## src/hw/rtl/idal_ram.sv

```systemverilog
// ----------------------------------------------------------------------------
// idal_ram
// simple dual-port ram, one write and one registered read per cycle
// ----------------------------------------------------------------------------
module idal_ram #(
	parameter int WIDTH = 8,
	parameter int DEPTH = 256
) (
	input  logic                     clk,
	input  logic                     we,
	input  logic [$clog2(DEPTH)-1:0] waddr,
	input  logic [WIDTH-1:0]         wdata,
	input  logic [$clog2(DEPTH)-1:0] raddr,
	output logic [WIDTH-1:0]         rdata
);
	logic [WIDTH-1:0] mem [DEPTH];

	always_ff @(posedge clk) begin
		if (we) begin
			mem[waddr] <= wdata;
		end
		rdata <= mem[raddr];
	end
endmodule

```

## config.mk

```make
export PLATFORM = sky130hd
export DESIGN_NAME = idal_ram
export DESIGN_NICKNAME = d
export VERILOG_FILES = /design/src/hw/rtl/idal_ram.sv
export SDC_FILE = /design/constraint.sdc
export NUM_CORES = 2
export LEC_CHECK = 0
export ABC_AREA = 0
export BUFFER_PORTS_ARGS = -buffer_cell sky130_fd_sc_hd__buf_2
export CELL_PAD_IN_SITES_DETAIL_PLACEMENT = 1
export CELL_PAD_IN_SITES_GLOBAL_PLACEMENT = 2
export CORE_ASPECT_RATIO = 0.7
export CORE_MARGIN = 2
export CORE_UTILIZATION = 51
export DETAILED_ROUTE_END_ITERATION = 8
export PLACE_DENSITY = 0.84
export SETUP_SLACK_MARGIN = 0.2
export SLEW_MARGIN = 15
export SYNTH_ARGS = -nofsm -noshare
export SYNTH_HDL_FRONTEND = slang
export SYNTH_SLANG_ARGS = --single-unit
```

## constraint.sdc

```tcl
create_clock -name clk -period 2.9 [get_ports clk]
set_clock_uncertainty 0.15 [all_clocks]
set_input_delay 0.29 -clock clk [delete_from_list [all_inputs] [get_ports clk]]
set_output_delay 0.29 -clock clk [all_outputs]
set_load 0.01 [all_outputs]
```

==> metrics.txt <==
NetSw 13.19 mW; DRT antenna net count 0; drt first pass iters 6; part of the power in combinational logic 5.7%; most common cell after layout, fill and taps aside edfxtp_1; most frequent cells in the layout 2048 x edfxtp_1, 528 x buf_4, 454 x mux4_2, 279 x nor2_1, 188 x clkbuf_16; CP max FO 1; switching share of total power 21.64%; WP data required 3.44 ns; Power, Total 60.98 mW; Reg clk slew, reported paths 0.07 ns; row count 121; 1st-iter DRT viols 6422; number of synthesized register bits 2056; Worst Hold Slack 0.07857 ns; Placed Instances 6219; nets@finish 4350; number of global-route vias before repair 44300; Layout area overhead 16.33%; Hold Crit Class in -> reg; Top FF cell, synth edfxtp_1; routed len/inst 34.94 um; critical path launch point type flip-flop; vias 42760; initial core utilization 51.27%; WL final 229800 um; cell area after synthesis 0.07956 mm^2; grt total ovfl 0; Static Leak 29.74 nW; post-CTS setup buffer count 0; final non-filler cell total 6577; fmax 376.3 MHz; pre-CTS setup slack -0.5905 ns; post-synth cell types 55; syn avg cell area 21.31 um^2; PwrDens 658.9 mW/mm^2; maximum vdd drop 680.3 uV; # clock sinks 2056; Least-Margin Pin Slew 0.9585 ns; Async SR Flop Fraction 0%; critical path endpoint category flip-flop; Final GP Congestion 0.8731; first-pass GRT wire length 329800 um; Total GRT Usage 29.28%; Pins Over Slew Limit 0; # DRC 0; r2r startpoint mem[83][5]; H-Tree Depth 4; outcome finished, final reports clean; largest net degree at the start of global routing 106; IO Port Bufs 33; layout cell share with drive strength beyond 1 30.59%; Rel. slew slack 36.10%; final hold vios 0; final setup fails 0; number of fillers in the final layout 12990; fin util 59.64%; CTS tree built; clock network power share 40.5%; Setup crit start mem[83][5]; die width 476.1 um; initial antenna violation count 17; Post-synth EDFFs 2048; Synth Instances 3733; design area 0.09255 mm^2; final worst path period share 91.63%; Total Die Area 0.1592 mm^2; Clk Latency, worst-skew pair 0.85 ns; net count after synthesis 3759; register share of total power 53.8%; max-cap viol count 0; Top Ports 34; vias per inst 6.501; Die Y 334.4 um; Synth Warn # 0; unrepaired setup endpoints after global routing no; cts bufs inserted 184; DPL Wire Length 148300 um; CTS Root Cell clkbuf_16; setup TNS 0 ns; crit path time final 2.657 ns; CTS Buffer Depth 3; dpl cell area 0.08641 mm^2; internal power 47.78 mW; WP data arrival 3.20 ns; Hold Startpoint waddr[1]; sequential-to-total area share from yosys stat 77.50%; Final Worst Setup Slack 0.2427 ns; kind of critical path reg -> reg; core footprint 0.1552 mm^2
## routing by layer
| layer | wire (um) | vias to the layer above | part of all wire [%] | GRT usage (%) |
|---|---|---|---|---|
| li1 | - | 16880 | - | - |
| met1 | 91380 | 22840 | 40 | 43.29 |
| met2 | 107100 | 2649 | 47 | 44.24 |
| met3 | 25090 | 384 | 11 | 6.383 |
| met4 | 6132 | 6 | 2.7 | 8.612 |
| met5 | 39 | - | 0.017 | 0 |
## path summary, 6_finish.rpt
check	end	slack, ns	cells past startpoint
min reg2reg	rdata[5]	1.05	6
min	mem[171][3]	0.08	4
max reg2reg	rdata[5]	0.24	7
max	rdata[5]	0.24	7
## flip-flops by register name, summed over array words and instances, names as in the netlist
signal,count
mem,2048
rdata,8
## critical path: stages, from the launching register on
cell	delay, ns
edfxtp_1	0.38
mux4_2	0.47
a22o_1	0.28
a221oi_2	0.24
buf_4	0.17
o32ai_1	0.12
nor3_4	0.60
nor4_2	0.12
## cell usage after synthesis, types with 27 or more instances
library cell / n / area, um^2
mux2i_1: 134 / 1341
o22ai_1: 28 / 175.2
nand3_1: 34 / 170.2
nand2_1: 33 / 123.9
mux4_2: 454 / 10220
buf_2: 31 / 155.2
nor2b_1: 31 / 193.9
clkbuf_1: 111 / 416.7
a22oi_1: 133 / 998.5
buf_4: 27 / 202.7
nor2_1: 282 / 1059
edfxtp_1: 2048 / 61500
o221ai_1: 46 / 402.9
a21oi_1: 96 / 480.5
## cell type report
cell class	count	area [um^2]	share of cell area, %
sequential	2056	61660	66.62
timing repair buffer	638	5695	6.154
tap	2091	2616	2.827
antenna	11	27.53	0.02974
clock inverter	103	1003	1.084
multi-input combinational	1442	16590	17.93
inverter	2	7.507	0.008112
clock buffer	234	4947	5.345
## kinds of logic (layout without fill, tap and decap cells)
family,after synthesis,in the layout,share of synthesized area [%]
DFF,2056,2056,77.50
muxes,591,591,14.62
buffers and inverters,235,977,1.831
other,0,11,0
and+or+nand+nor,466,466,2.628
AOI/OAI and AO/OA,385,385,3.419
## power by group through the flow
stage | registers [mW] | clock network (mW) | logic, mW
3_3_place_gp | 33.4 | 0 | 3.28
2_1_floorplan | 33.4 | 0 | 1.59
6_report | 32.8 | 24.7 | 3.49
4_1_cts | 32.8 | 24.9 | 3.46
3_5_place_dp | 33.4 | 0 | 3.41
5_1_grt | 32.8 | 25.9 | 3.64
## repair_timing
item                                    CTS  global route
hold endpoints to repair                506             0
pin swaps                                 0             2
gates cloned                              0             0
resized for setup                         3             6
hold buffers                             10             0
endpoints found under the setup margin    3             5
No activity file was read; power rests on OpenSTA's default activity.
